File: config.mk
export PLATFORM = sky130hd
export DESIGN_NAME = ps2_mouse_packet_decoder
export DESIGN_NICKNAME = d
export VERILOG_FILES = /design/src/rtl/core/ps2mpd_pkg.sv /design/src/rtl/core/ps2mpd_cfg.sv /design/src/rtl/core/ps2mpd_in_reg.sv /design/src/rtl/core/ps2mpd_decode.sv /design/src/rtl/core/ps2mpd_out_reg.sv /design/src/rtl/core/ps2_mouse_packet_decoder.sv
export SDC_FILE = /design/constraint.sdc
export NUM_CORES = 1
export LEC_CHECK = 0
export ABC_AREA = 0
export BUFFER_PORTS_ARGS = -buffer_cell sky130_fd_sc_hd__buf_2
export CORE_MARGIN = 2
export CORE_UTILIZATION = 35
export CTS_BUF_LIST = sky130_fd_sc_hd__clkbuf_4
export CTS_CLUSTER_SIZE = 12
export DETAILED_ROUTE_END_ITERATION = 10
export REMOVE_ABC_BUFFERS = 1
export SLEW_MARGIN = 20
export SYNTH_ARGS = -nofsm -noshare
export SYNTH_HDL_FRONTEND = slang
export SYNTH_HIERARCHICAL = 1
export SYNTH_SLANG_ARGS = --single-unit
File: constraint.sdc
create_clock -name clk -period 7.1 [get_ports clk]
set_clock_uncertainty 0.05 [all_clocks]
set_input_delay 2.13 -clock clk [delete_from_list [all_inputs] [get_ports clk]]
set_output_delay 2.13 -clock clk [all_outputs]
set_load 0.05 [all_outputs]
File: src/rtl/core/ps2mpd_pkg.sv
// ----------------------------------------------------------------------------
// PS/2 mouse packet decoder package
// Shared types and constants for the packet decoder modules.
// ----------------------------------------------------------------------------
package ps2mpd_pkg;

  localparam int unsigned PosW   = 12;
  localparam int unsigned WheelW = 16;
  localparam int unsigned BtnW   = 3;
  localparam int unsigned ByteW  = 8;
  localparam int unsigned CfgDW  = 12;

  localparam logic [ByteW-1:0] SYNC_MASK     = 8'h08;
  localparam logic [ByteW-1:0] OVERFLOW_MASK = 8'hC0;
  localparam logic [ByteW-1:0] BUTTON_MASK   = 8'h07;

  localparam logic [PosW-1:0] X_LIMIT_RST = 12'd79;
  localparam logic [PosW-1:0] Y_LIMIT_RST = 12'd24;
  localparam logic [PosW-1:0] POS_X_RST   = 12'd40;
  localparam logic [PosW-1:0] POS_Y_RST   = 12'd12;

  typedef enum logic [1:0] {
    CFG_WHEEL_ENABLE = 2'd0,
    CFG_X_LIMIT      = 2'd1,
    CFG_Y_LIMIT      = 2'd2
  } cfg_idx_t;

  typedef struct packed {
    logic            wheel_enable;
    logic [PosW-1:0] x_limit;
    logic [PosW-1:0] y_limit;
  } cfg_t;

  typedef struct packed {
    logic [BtnW-1:0]          buttons;
    logic [PosW-1:0]          pos_x;
    logic [PosW-1:0]          pos_y;
    logic signed [WheelW-1:0] wheel_count;
  } result_t;

endpackage

File: src/rtl/core/ps2mpd_cfg.sv
// ----------------------------------------------------------------------------
// PS/2 mouse decoder configuration registers
// Holds wheel mode and the two position limits, written through a simple
// valid/ready channel that is always ready.
// ----------------------------------------------------------------------------
module ps2mpd_cfg (
  input  logic                        clk,
  input  logic                        rst_n,
  input  logic                        cfg_valid,
  output logic                        cfg_ready,
  input  logic [1:0]                  cfg_index,
  input  logic [ps2mpd_pkg::CfgDW-1:0] cfg_data,
  output ps2mpd_pkg::cfg_t            cfg
);
  import ps2mpd_pkg::*;

  cfg_t cfg_r;
  cfg_t cfg_nxt;

  assign cfg_ready = 1'b1;
  assign cfg       = cfg_r;

  always_comb begin
    cfg_nxt = cfg_r;
    if (cfg_valid) begin
      case (cfg_idx_t'(cfg_index))
        CFG_WHEEL_ENABLE: cfg_nxt.wheel_enable = cfg_data[0];
        CFG_X_LIMIT:      cfg_nxt.x_limit      = cfg_data[PosW-1:0];
        CFG_Y_LIMIT:      cfg_nxt.y_limit      = cfg_data[PosW-1:0];
        default:          cfg_nxt              = cfg_r;
      endcase
    end
  end

  always_ff @(posedge clk) begin
    if (!rst_n) begin
      cfg_r.wheel_enable <= 1'b0;
      cfg_r.x_limit      <= X_LIMIT_RST;
      cfg_r.y_limit      <= Y_LIMIT_RST;
    end else begin
      cfg_r <= cfg_nxt;
    end
  end

endmodule

File: src/rtl/core/ps2mpd_in_reg.sv
// ----------------------------------------------------------------------------
// PS/2 mouse decoder input register
// Captures one received byte per item and holds it until the decode stage
// has consumed it.
// ----------------------------------------------------------------------------
module ps2mpd_in_reg (
  input  logic                        clk,
  input  logic                        rst_n,
  input  logic                        in_valid,
  output logic                        in_ready,
  input  logic [ps2mpd_pkg::ByteW-1:0] in_data_byte,
  input  logic                        s1_fire,
  output logic                        s1_valid,
  output logic [ps2mpd_pkg::ByteW-1:0] s1_byte
);
  import ps2mpd_pkg::*;

  logic             s1_valid_r;
  logic             s1_valid_nxt;
  logic [ByteW-1:0] s1_byte_r;

  assign in_ready = !s1_valid_r || s1_fire;
  assign s1_valid = s1_valid_r;
  assign s1_byte  = s1_byte_r;

  always_comb begin
    s1_valid_nxt = s1_valid_r;
    if (in_valid && in_ready) begin
      s1_valid_nxt = 1'b1;
    end else if (s1_fire) begin
      s1_valid_nxt = 1'b0;
    end
  end

  always_ff @(posedge clk) begin
    if (!rst_n) begin
      s1_valid_r <= 1'b0;
    end else begin
      s1_valid_r <= s1_valid_nxt;
    end
  end

  always_ff @(posedge clk) begin
    if (in_valid && in_ready) begin
      s1_byte_r <= in_data_byte;
    end
  end

endmodule

File: src/rtl/core/ps2mpd_decode.sv
// ----------------------------------------------------------------------------
// PS/2 mouse packet assembly and decode
// Collects packet bytes, and on the last byte of a packet updates buttons,
// the clamped position and the wheel counter in a single pass.
// ----------------------------------------------------------------------------
module ps2mpd_decode (
  input  logic                        clk,
  input  logic                        rst_n,
  input  ps2mpd_pkg::cfg_t            cfg,
  input  logic                        s1_valid,
  input  logic [ps2mpd_pkg::ByteW-1:0] s1_byte,
  input  logic                        out_free,
  output logic                        s1_fire,
  output logic                        res_load,
  output ps2mpd_pkg::result_t         res
);
  import ps2mpd_pkg::*;

  // Position plus a delta of -128..128 fits in 14 signed bits.
  function automatic logic [PosW-1:0] clamp_pos(input logic [PosW-1:0] pos,
                                                input logic signed [13:0] delta,
                                                input logic [PosW-1:0] limit);
    logic signed [13:0] p;
    p = $signed({2'b00, pos}) + delta;
    if (p[13]) begin
      return '0;
    end else if (p[12:0] > {1'b0, limit}) begin
      return limit;
    end else begin
      return p[PosW-1:0];
    end
  endfunction

  logic [1:0]               idx_r,   idx_nxt;
  logic [ByteW-1:0]         held0_r, held1_r, held2_r;
  logic [PosW-1:0]          pos_x_r, pos_x_nxt;
  logic [PosW-1:0]          pos_y_r, pos_y_nxt;
  logic signed [WheelW-1:0] wheel_r, wheel_nxt;
  logic [BtnW-1:0]          btn_r,   btn_nxt;

  logic [1:0]         last;
  logic               complete;
  logic [ByteW-1:0]   b2;
  logic               ovf;
  logic signed [13:0] dx, dy;
  logic [3:0]         nib;

  assign last     = cfg.wheel_enable ? 2'd3 : 2'd2;
  assign complete = (idx_r != 2'd0) && (idx_r >= last);
  assign s1_fire  = s1_valid && (!complete || out_free);
  assign res_load = s1_fire && complete;

  // With wheel mode dropped mid-packet, byte 2 is already held.
  assign b2  = (idx_r == 2'd2) ? s1_byte : held2_r;
  assign ovf = |(held0_r & OVERFLOW_MASK);
  assign dx  = ovf ? 14'sd0 : $signed({{6{held1_r[7]}}, held1_r});
  assign dy  = ovf ? 14'sd0 : -$signed({{6{b2[7]}}, b2});
  assign nib = s1_byte[3:0];

  always_comb begin
    idx_nxt   = idx_r;
    pos_x_nxt = pos_x_r;
    pos_y_nxt = pos_y_r;
    wheel_nxt = wheel_r;
    btn_nxt   = btn_r;
    if (s1_fire) begin
      if (idx_r == 2'd0) begin
        if (|(s1_byte & SYNC_MASK)) begin
          idx_nxt = 2'd1;
        end
      end else if (!complete) begin
        idx_nxt = idx_r + 2'd1;
      end else begin
        idx_nxt   = 2'd0;
        btn_nxt   = held0_r[BtnW-1:0] & BUTTON_MASK[BtnW-1:0];
        pos_x_nxt = clamp_pos(pos_x_r, dx, cfg.x_limit);
        pos_y_nxt = clamp_pos(pos_y_r, dy, cfg.y_limit);
        if (cfg.wheel_enable && (nib != 4'd0)) begin
          wheel_nxt = nib[3] ? wheel_r - 16'sd1 : wheel_r + 16'sd1;
        end
      end
    end
  end

  always_ff @(posedge clk) begin
    if (!rst_n) begin
      idx_r   <= 2'd0;
      pos_x_r <= POS_X_RST;
      pos_y_r <= POS_Y_RST;
      wheel_r <= '0;
      btn_r   <= '0;
    end else begin
      idx_r   <= idx_nxt;
      pos_x_r <= pos_x_nxt;
      pos_y_r <= pos_y_nxt;
      wheel_r <= wheel_nxt;
      btn_r   <= btn_nxt;
    end
  end

  always_ff @(posedge clk) begin
    if (s1_fire) begin
      if (idx_r == 2'd0) begin
        held0_r <= s1_byte;
      end else if (!complete && (idx_r == 2'd1)) begin
        held1_r <= s1_byte;
      end else if (!complete && (idx_r == 2'd2)) begin
        held2_r <= s1_byte;
      end
    end
  end

  assign res.buttons     = btn_nxt;
  assign res.pos_x       = pos_x_nxt;
  assign res.pos_y       = pos_y_nxt;
  assign res.wheel_count = wheel_nxt;

endmodule

File: src/rtl/core/ps2mpd_out_reg.sv
// ----------------------------------------------------------------------------
// PS/2 mouse decoder result register
// Holds one decoded packet until the consumer takes it.
// ----------------------------------------------------------------------------
module ps2mpd_out_reg (
  input  logic                clk,
  input  logic                rst_n,
  input  logic                res_load,
  input  ps2mpd_pkg::result_t res,
  output logic                out_free,
  output logic                out_valid,
  input  logic                out_ready,
  output ps2mpd_pkg::result_t out_res
);
  import ps2mpd_pkg::*;

  logic    out_valid_r, out_valid_nxt;
  result_t out_res_r;

  assign out_free  = !out_valid_r || out_ready;
  assign out_valid = out_valid_r;
  assign out_res   = out_res_r;

  always_comb begin
    out_valid_nxt = out_valid_r;
    if (res_load) begin
      out_valid_nxt = 1'b1;
    end else if (out_ready) begin
      out_valid_nxt = 1'b0;
    end
  end

  always_ff @(posedge clk) begin
    if (!rst_n) begin
      out_valid_r <= 1'b0;
    end else begin
      out_valid_r <= out_valid_nxt;
    end
  end

  always_ff @(posedge clk) begin
    if (res_load) begin
      out_res_r <= res;
    end
  end

endmodule

File: src/rtl/core/ps2_mouse_packet_decoder.sv
// ----------------------------------------------------------------------------
// PS/2 mouse packet decoder
// Assembles received mouse bytes into three- or four-byte packets and
// reports buttons, clamped position and wheel count once per packet.
//
//   channel  direction  handshake              payload
//   in_      input      in_valid / in_ready    in_data_byte
//   out_     output     out_valid / out_ready  out_buttons, out_pos_x,
//                                              out_pos_y, out_wheel_count
//   cfg_     input      cfg_valid / cfg_ready  cfg_index, cfg_data
//
// One byte is taken every cycle unless a completed packet is held back.
// A byte waits in the input register; when it completes a packet, its
// result is registered in the result register as the byte leaves the
// input register, and out_valid rises with it. The decode stage updates
// all state in one pass per byte. A result still waiting in the result
// register holds back a packet-completing byte in the input register, and
// with it the input; other bytes keep flowing. Reset is synchronous.
// ----------------------------------------------------------------------------
module ps2_mouse_packet_decoder (
  input  logic                                  clk,
  input  logic                                  rst_n,
  input  logic                                  in_valid,
  output logic                                  in_ready,
  input  logic [ps2mpd_pkg::ByteW-1:0]          in_data_byte,
  output logic                                  out_valid,
  input  logic                                  out_ready,
  output logic [ps2mpd_pkg::BtnW-1:0]           out_buttons,
  output logic [ps2mpd_pkg::PosW-1:0]           out_pos_x,
  output logic [ps2mpd_pkg::PosW-1:0]           out_pos_y,
  output logic signed [ps2mpd_pkg::WheelW-1:0]  out_wheel_count,
  input  logic                                  cfg_valid,
  output logic                                  cfg_ready,
  input  logic [1:0]                            cfg_index,
  input  logic [ps2mpd_pkg::CfgDW-1:0]          cfg_data
);
  import ps2mpd_pkg::*;

  cfg_t             cfg;
  logic             s1_valid;
  logic [ByteW-1:0] s1_byte;
  logic             s1_fire;
  logic             res_load;
  logic             out_free;
  result_t          res;
  result_t          out_res;

  ps2mpd_cfg u_cfg (
    .clk       (clk),
    .rst_n     (rst_n),
    .cfg_valid (cfg_valid),
    .cfg_ready (cfg_ready),
    .cfg_index (cfg_index),
    .cfg_data  (cfg_data),
    .cfg       (cfg)
  );

  ps2mpd_in_reg u_in_reg (
    .clk          (clk),
    .rst_n        (rst_n),
    .in_valid     (in_valid),
    .in_ready     (in_ready),
    .in_data_byte (in_data_byte),
    .s1_fire      (s1_fire),
    .s1_valid     (s1_valid),
    .s1_byte      (s1_byte)
  );

  ps2mpd_decode u_decode (
    .clk      (clk),
    .rst_n    (rst_n),
    .cfg      (cfg),
    .s1_valid (s1_valid),
    .s1_byte  (s1_byte),
    .out_free (out_free),
    .s1_fire  (s1_fire),
    .res_load (res_load),
    .res      (res)
  );

  ps2mpd_out_reg u_out_reg (
    .clk       (clk),
    .rst_n     (rst_n),
    .res_load  (res_load),
    .res       (res),
    .out_free  (out_free),
    .out_valid (out_valid),
    .out_ready (out_ready),
    .out_res   (out_res)
  );

  assign out_buttons     = out_res.buttons;
  assign out_pos_x       = out_res.pos_x;
  assign out_pos_y       = out_res.pos_y;
  assign out_wheel_count = out_res.wheel_count;

  // A completed packet must never overwrite a result still waiting.
  a_no_overwrite: assert property (@(posedge clk) disable iff (!rst_n)
    res_load |-> (!out_valid || out_ready))
    else $error("packet result loaded over an untaken result");

  // The reported position is the decoder's position after the packet.
  a_pos_track: assert property (@(posedge clk) disable iff (!rst_n)
    res_load |=> (out_pos_x == u_decode.pos_x_r) && (out_pos_y == u_decode.pos_y_r))
    else $error("reported position differs from decoder state");

  // An accepted byte is always present in the input register next cycle.
  a_in_captured: assert property (@(posedge clk) disable iff (!rst_n)
    (in_valid && in_ready) |=> s1_valid)
    else $error("accepted item missing from the input register");

endmodule
* Word level (Yosys, flattened, before mapping) *
Cells that the tools add are included.

storage, ports and cells
  RAM bits = 0
  bits in read-only memories = 0
  bits of input ports = 27
  word-level logic and storage cells = 90
  latch bits = 0
  register bits = 147
  memories = 0
  output and inout port bits = 46

cells by class
  shifts and indexed selects = 0
  eq/ne operators = 5
  add/sub/neg operators = 6
  divide/modulo/power cells = 0
  order comparisons = 3
  multiplexer cells = 29
  reductions and logical operators = 27
  multipliers = 0
  bitwise gates (word level) = 2

operators with widths
  cell                   number
  $mux 12                10
  $mux 16                5
  $add 13x14->14         2
  $mux 14                2
  $gt 13x12->1           2
  $add 16x2->16 const B  1
  $sub 16x2->16 const B  1
  $neg 8->14             1
  $reduce_and 2->1       5
  $mux 3                 3
  $mux 8                 1
  $logic_and 1x1->1      7
  $mux 2                 3
  $reduce_bool 2->1      3
  $mux 1                 5
  $eq 2x1->1 const B     2
  $eq 2x2->1 const B     2
  $logic_not 2->1        2
  $reduce_and 4->1       1
  $reduce_bool 4->1      1
  $logic_not 1->1        3
  $logic_or 1x1->1       3
  $reduce_and 3->1       1
  $add 2x1->2 const B    1
  other kinds (4)        5

* Depth between registers and ports, before layout *
Gate-level depths: netlist (run 1).

  depth after elaboration = 11
  depth in mapped cells = 25
  mapped depth without buffers = 22

* Hierarchy *
The synthesis (run 1) kept the hierarchy.

by module, submodules not included
  module          instances  seq. area each (um2)  cells an instance  area each (um2)
  ps2mpd_decode   1          1531.5                665                5552.8
  ps2mpd_out_reg  1          1311.3                47                 1340.0
  ps2mpd_cfg      1          500.5                 107                1049.8
  ps2mpd_in_reg   1          260.2                 13                 297.8

* Least setup slack after synthesis (run 1) *
No wires, ideal clock.

  path type = input-to-output
  start point = in out_ready
  end point = out in_ready
  arrival time = 2.944 ns
  slack = 1.976 ns
  required time = 4.920 ns
  buffers on the path = 0
  cell stages on the path = 4
  path through = nand2b_4 o31ai_1 inv_1 nand2b_4

between the ends
  cells in the longest elaborated chain, start to end = 4

ends and longest elaborated chain
  element            RTL line                        RTL
  start, declared    ps2_mouse_packet_decoder.sv:27  input logic out_ready,
  $logic_or 1x1->1   ps2mpd_out_reg.sv:20            assign out_free = !out_valid_r || out_ready;
  $logic_or 1x1->1   ps2mpd_decode.sv:50             assign s1_fire = s1_valid && (!complete || out_free);
  $logic_and 1x1->1  ps2mpd_decode.sv:50
  named net s1_fire  ps2_mouse_packet_decoder.sv:42  logic s1_fire;
  $logic_or 1x1->1   ps2mpd_in_reg.sv:22             assign in_ready = !s1_valid_r || s1_fire;
  end, declared      ps2_mouse_packet_decoder.sv:24  output logic in_ready,

The timed path passes the listed nets, and every way through them passes these cells.

==> impl_metrics.py, run 1 <==
metrics = {
    "cts": {
        "clock_latency_ns": 0.57,
        "cts_setup_buffers": 0,
        "clkSlewWorstSetupHoldPaths_ns": 0.13,
        "cts.sinks": 144,
        "cts_inserted_buffers": 17,
        "htreeDepth": 4,
        "postCtsHoldBufs": 0,
        "clockRootBuffer": "clkbuf_4",
        "clockBufferDepth": 2,
        "cts_resized": 0,
        "cts_tree": "yes",
    },
    "sta": {
        "setup_tns_ns": 0,
        "tightest_slew_ns": 1.13,
        "setup-violations-final": 0,
        "min_period_over_period": 0.798,
        "rsz0062_at_grt": "no",
        "max-slew-margin-rel": 0.243,
        "fmax_mhz": 176,
        "finalCriticalPeriod_ns": 5.67,
        "hold_viol": 0,
        "slew_viol_final": 0,
    },
    "power_and_ir_drop": {
        "powerDensity_nw_per_um2": 179,
        "vdd.ir_drop.worst_mv": 0.0891,
        "p_total_w": 0.00165,
        "power.leakage_nw": 3.73,
    },
    "die": {
        "die_h_um": 157,
        "core.rowCount": 56,
        "core_region_area_um2": 23300,
        "die-area_um2": 24800,
        "ios": 73,
        "die_w_um": 157,
        "initial_core_util": 0.354,
    },
    "grt": {
        "grt_max_degree": 64,
        "antenna_found_initial": 1,
        "grt_pass1_wl_mm": 30.0,
        "grt_pass1_vias": 5879,
        "grt_overflow": 0,
        "grt_usage": 0.156,
    },
    "yosys": {
        "syn_area_um2": 8240,
        "seq_area_frac_synth": 0.437,
        "postSynth.asyncResetShare": 0,
        "synth_edf_count": 72,
        "synth.distinct_cells": 74,
        "ys_warn_count": 6,
        "synth-seq-cells": 144,
        "avgSynthCellArea_um2": 9.90,
        "synthFlopType": "edfxtp_1",
        "synthCells": 832,
    },
    "status": {
        "status": "complete, no violations",
    },
    "setup_path": {
        "cp_max_fo": 17,
        "crit_type": "reg -> reg",
        "cp-end-kind": "flop",
        "crit_arrival_ns": 6.08,
        "cp.required_ns": 7.52,
        "startpoint_type": "flop",
    },
    "run": {
        "maxCapViolCount": 0,
    },
    "placement": {
        "portBuffers": 71,
        "hpwl_mm": 13.7,
        "place.gp.congestion": 0.881,
        "placed_area_um2": 8900,
    },
    "layout": {
        "final_area_um2": 9240,
        "final_cell_mix": "104 x nand2_1, 72 x dfxtp_1, 72 x edfxtp_1",
        "final_common_cell": "nand2_1",
        "num-fill-cells": 2335,
        "fin_nets": 1001,
        "syn_to_final_growth_pct": 12.1,
        "drive_gt1_frac": 0.152,
        "final_util": 0.397,
    },
    "routing": {
        "viasPerCell": 4.89,
        "drc": 0,
        "ant_nets": 0,
        "drt_iter0_drc": 298,
        "drt-total-wl_mm": 18.8,
        "dr_total_vias": 6046,
        "wl_per_cell_um": 15.2,
        "dr.pass1.iters": 7,
    },
    "min_path": {
        "holdCritPathClass": "reg -> reg",
    },
}
==> sequential cells by signal (all words and copies together), names as in the netlist <==
name / cells
u_decode/held2_r: 8
u_in_reg/s1_valid: 1
u_decode/held1_r: 8
u_decode/pos_x_r: 12
u_out_reg/out_valid: 1
u_decode/pos_y_r: 12
u_decode/idx_r: 2
u_decode/btn_r: 3
u_out_reg/out_res: 43
u_cfg/cfg: 25
u_decode/wheel_r: 16
u_decode/held0_r: 5
u_in_reg/s1_byte: 8
==> through the flow <==
stage	hold WS [ns]	setup slack, ns	cells
2_1_floorplan	0.385	1.61	806
3_3_place_gp	0.396	1.58	1203
3_5_place_dp	0.408	1.50	1203
4_1_cts	0.424	1.49	1235
5_1_grt	0.442	0.947	1236
6_report	0.421	1.43	1236
==> layer usage <==
layer | GRT usage | up-vias | part of all wire
li1 | - | 3117 | -
met1 | 0.212 | 2812 | 0.51
met2 | 0.252 | 104 | 0.45
met3 | 0.0328 | 13 | 0.036
met4 | 0.0446 | 0 | 0.010
met5 | 0 | - | 0
==> critical path, stage by stage, from the launching register on <==
cell and delay, ns:
dfxtp_1 0.35, inv_1 0.11, ha_1 0.67, mux2i_1 0.31
ha_1 0.29, nand3_1 0.12, xor2_1 0.18, nor2_1 0.10
ha_1 0.28, o21a_1 0.22, a211oi_1 0.42, nor2_1 0.12
xnor2_1 0.18, ha_1 0.31, nand4_1 0.12, nor2_1 0.12
o31ai_1 0.07, and3_1 0.17, o311ai_4 0.79, mux2i_1 0.26
o21ai_1 0.09, or2_1 0.21
==> cell families after synthesis <==
| kind of cell | synth area share |
|---|---|
| and+or+nand+nor | 0.163 |
| AOI/OAI and AO/OA | 0.138 |
| DFF | 0.437 |
| buffers and inverters | 0.0434 |
| adders and majority gates | 0.111 |
| muxes | 0.0674 |
| xor gates and xnor gates | 0.0393 |
| other | 0.000455 |
==> power breakdown <==
group          switching, W  internal (W)  total (W)
Combinational     0.0000931     0.0000643   0.000157
Sequential        0.0000127      0.000880   0.000892
Clock              0.000317      0.000288   0.000605
Total              0.000422       0.00123    0.00165
==> path summary, 6_finish.rpt <==
check	end	start	slack, ns	depth (start not counted)
hold / removal	u_cfg/cfg[2]$_SDFFE_PN0P_	u_cfg/cfg[2]$_SDFFE_PN0P_	0.42	2
setup reg to reg	u_decode/pos_y_r[3]$_SDFF_PN1_	u_decode/idx_r[0]$_SDFFE_PN0P_	1.43	21
hold reg to reg	u_cfg/cfg[2]$_SDFFE_PN0P_	u_cfg/cfg[2]$_SDFFE_PN0P_	0.42	2
setup / recovery	u_decode/pos_y_r[3]$_SDFF_PN1_	u_decode/idx_r[0]$_SDFFE_PN0P_	1.43	21
==> layout make-up <==
cell class	instances	area (µm²)	area share
diodes	1	2.50	0.000271
clock buffers	19	143	0.0154
clock inverters	13	188	0.0203
inverters	55	206	0.0224
multi-input cells	607	4290	0.464
flip-flops and latches	144	3600	0.390
well taps	319	399	0.0432
repair buffers	78	408	0.0442
==> cell usage after synthesis (8+ instances only) <==
library cell    n  area share
nand2_1       104       0.047
xnor2_1        25       0.027
edfxtp_1       72        0.26
clkbuf_1       12      0.0055
o21ai_0        48       0.029
xor2_1         12       0.013
o21ai_1        27       0.016
a21oi_1        36       0.022
nor2_1         44       0.020
o211ai_1        8      0.0073
dfxtp_1        72        0.17
nor3_1         12      0.0073
and2_1         29       0.022
nor2b_1         9      0.0068
ha_1           68        0.10
mux2i_1        51       0.062
a21o_1         12       0.011
inv_1          54       0.025
No activity file was read; power rests on OpenSTA's default activity.
==> run 2: changes to the inputs <==
--- a/config.mk
+++ b/config.mk
@@ -5,7 +5,7 @@
 export SDC_FILE = /design/constraint.sdc
 export NUM_CORES = 1
 export LEC_CHECK = 0
-export ABC_AREA = 0
+export ABC_AREA = 1
 export BUFFER_PORTS_ARGS = -buffer_cell sky130_fd_sc_hd__buf_2
 export CORE_MARGIN = 2
 export CORE_UTILIZATION = 35
==> constraint.sdc (replaced) <==
create_clock -name clk -period 5.9 [get_ports clk]
set_clock_uncertainty 0.05 [all_clocks]
set_input_delay 1.77 -clock clk [delete_from_list [all_inputs] [get_ports clk]]
set_output_delay 1.77 -clock clk [all_outputs]
set_load 0.05 [all_outputs]
==> run 2 against run 1 <==
Final cell count increased by 18%. Sequential power rose by 20%. Clock power increased by 5.0%. Via count is 12% higher. Core utilization decreased by 0.42 points. Routed wire length increased by 4.9%. Synthesized cell count up 26%. Design area increased by 3.1%. Worst hold slack worse by 0.0044 ns. Non-clock buffer count shrank 2. Flip-flop and latch count did not move. Critical endpoint is now u_out_reg/out_res[19]$_DFFE_PP_.
==> impl_metrics.py, run 2 <==
metrics = {
    "run": {
        "maxCapViolCount": 0,
    },
    "setup_path": {
        "crit_type": "reg -> reg",
        "cp_max_fo": 14,
        "startpoint_type": "flop",
        "cp_slowest_cell": "ha_1",
        "cp-end-kind": "flop",
        "reg2reg_from": "u_decode/idx_r[0]$_SDFFE_PN0P_",
        "path_common_cell": "nand2_1",
        "cp.required_ns": 6.13,
        "startpoint": "u_decode/idx_r[0]$_SDFFE_PN0P_",
        "crit_arrival_ns": 5.40,
        "max_stage_delay_ns": 0.43,
    },
    "placement": {
        "placed_area_um2": 9240,
        "portBuffers": 71,
        "place.gp.congestion": 0.878,
        "hpwl_mm": 14.8,
    },
    "die": {
        "die-area_um2": 25900,
        "ios": 73,
        "core_region_area_um2": 24200,
        "die_h_um": 161,
        "initial_core_util": 0.355,
        "core.rowCount": 57,
        "die_w_um": 161,
    },
    "sta": {
        "finalCriticalPeriod_ns": 5.16,
        "hold_viol": 0,
        "fmax_mhz": 194,
        "slew_viol_final": 0,
        "tightest_slew_ns": 0.964,
        "rsz0062_at_grt": "no",
        "min_period_over_period": 0.875,
        "setup-violations-final": 0,
        "max-slew-margin-rel": 0.357,
        "setup_tns_ns": 0,
    },
    "power_and_ir_drop": {
        "netSwitchingFraction": 0.278,
        "seqPwrFrac": 0.556,
        "combPwrFrac": 0.115,
        "p_switching_w": 0.000536,
        "p_clk_frac": 0.329,
        "power.leakage_nw": 4.86,
        "internal_power_w": 0.00139,
        "vdd.ir_drop.worst_mv": 0.0934,
        "powerDensity_nw_per_um2": 202,
    },
    "grt": {
        "grt_pass1_wl_mm": 32.2,
        "grt_max_degree": 39,
        "grt_pass1_vias": 6460,
        "grt_usage": 0.156,
        "antenna_found_initial": 1,
        "grt_overflow": 0,
    },
    "yosys": {
        "synthCells": 1048,
        "synth_edf_count": 72,
        "ys_warn_count": 6,
        "synthTopCellsByArea": "edfxtp_1 25%, dfxtp_1 17%, nand2_1 10%",
        "synth-seq-cells": 144,
        "synth.distinct_cells": 55,
        "yosys-top-cells-count": "237 x nand2_1, 156 x inv_1, 89 x nor2_1",
        "avgSynthCellArea_um2": 8.22,
        "synthFlopType": "edfxtp_1",
        "synth_top_area_frac": 0.251,
        "seq_area_frac_synth": 0.418,
        "postSynth.asyncResetShare": 0,
        "yosysMostFrequentCell": "nand2_1",
        "yosysTopAreaCell": "edfxtp_1",
        "syn_area_um2": 8620,
    },
    "cts": {
        "cts_tree": "yes",
        "cts.sinks": 144,
        "clockBufferDepth": 2,
        "clock_latency_ns": 0.54,
        "htreeDepth": 4,
        "cts_resized": 0,
        "cts_inserted_buffers": 17,
        "cts_setup_buffers": 0,
        "postCtsHoldBufs": 0,
        "clockRootBuffer": "clkbuf_4",
        "clkSlewWorstSetupHoldPaths_ns": 0.13,
    },
    "routing": {
        "wl_per_cell_um": 13.5,
        "ant_nets": 0,
        "viasPerCell": 4.64,
        "drt_iter0_drc": 422,
        "dr.pass1.iters": 5,
        "drt-total-wl_mm": 19.7,
        "dr_total_vias": 6756,
        "drc": 0,
    },
    "layout": {
        "final_cell_mix": "237 x nand2_1, 155 x inv_1, 89 x nor2_1",
        "drive_gt1_frac": 0.163,
        "syn_to_final_growth_pct": 10.6,
        "largest_register_ffs": 43,
        "final_area_um2": 9530,
        "fin_nets": 1215,
        "final_common_cell": "nand2_1",
    },
    "min_path": {
        "holdCritPathClass": "reg -> reg",
        "holdCritStartpoint": "u_cfg/cfg[18]$_SDFFE_PN1P_",
    },
    "status": {
        "status": "complete, no violations",
    },
}
[run 2: cell count changes after synthesis, sizes merged, moves of 9 or more]
cell / before / now
nand2: 104 / 249
xor2: 12 / 26
o21ai: 76 / 32
nand2b: 9 / 0
nor2: 45 / 96
nand3: 8 / 73
xnor2: 25 / 6
and2: 30 / 1
a21oi: 36 / 75
inv: 54 / 169
nor2b: 9 / 0
mux2i: 51 / 0
[run 2: final timing paths]
path | endpoint | slack, ns | cells after the start
hold / removal | u_cfg/cfg[18]$_SDFFE_PN1P_ | 0.42 | 2
setup reg to reg | u_out_reg/out_res[19]$_DFFE_PP_ | 0.74 | 31
setup / recovery | u_out_reg/out_res[19]$_DFFE_PP_ | 0.74 | 31
hold reg to reg | u_cfg/cfg[18]$_SDFFE_PN1P_ | 0.42 | 2
[run 2: cell type report]
| class | instances | area [µm²] |
|---|---|---|
| Sequential cell | 144 | 3600 |
| Fill cell | 2490 | 14700 |
| Clock inverter | 13 | 136 |
| Multi-Input combinational cell | 708 | 4200 |
| Clock buffer | 19 | 143 |
| Antenna cell | 1 | 2.50 |
| Tap cell | 324 | 405 |
| Timing Repair Buffer | 76 | 393 |
| Inverter | 170 | 643 |
[run 2: metal layers]
metal  up-vias  global-route usage  part of all wire
met5         -                   0                 0
li1       3537                   -                 -
met1      3102               0.208              0.49
met4         0              0.0398             0.010
met3        14              0.0302             0.038
met2       103               0.259              0.46
[run 2: logic make-up (layout without fill, tap and decap cells)]
family,after synthesis,count (layout),synth area share
other cells,1,2,0.000435
buf+inv,196,278,0.0944
compound gates,141,141,0.0972
simple gates,463,463,0.250
fa+ha+maj,71,71,0.106
xor+xnor,32,32,0.0343
flops,144,144,0.418
[run 2: through the flow]
step                      total power, W  hold WS, ns  utilization  setup slack (ns)  cells
final                            0.00193        0.416        0.393             0.737   1455
after global routing             0.00203        0.447        0.393             0.209   1455
after CTS                        0.00196        0.423        0.393             0.729   1454
after detailed placement         0.00132        0.393        0.381             0.772   1422
after global placement           0.00131        0.390        0.381             0.932   1422
after floorplan                  0.00125        0.379            -              1.46   1022
[run 2: critical path: cells and delay by family, from the launching register on]
family,cells,cell delay (ns)
AND/OR/NAND/NOR,17,1.81
buffers and inverters,4,0.37
AO/OA/AOI/OAI,4,0.76
adder cells (fa/ha/maj),4,1.28
flip-flops,1,0.34
XOR/XNOR,2,0.31
[run 2: power by group through the flow]
stage	clock network (W)	registers [W]	logic (W)
3_3_place_gp	0	0.00109	0.000220
5_1_grt	0.000703	0.00107	0.000253
4_1_cts	0.000662	0.00107	0.000223
6_report	0.000635	0.00107	0.000222
2_1_floorplan	0	0.00109	0.000157
3_5_place_dp	0	0.00109	0.000221
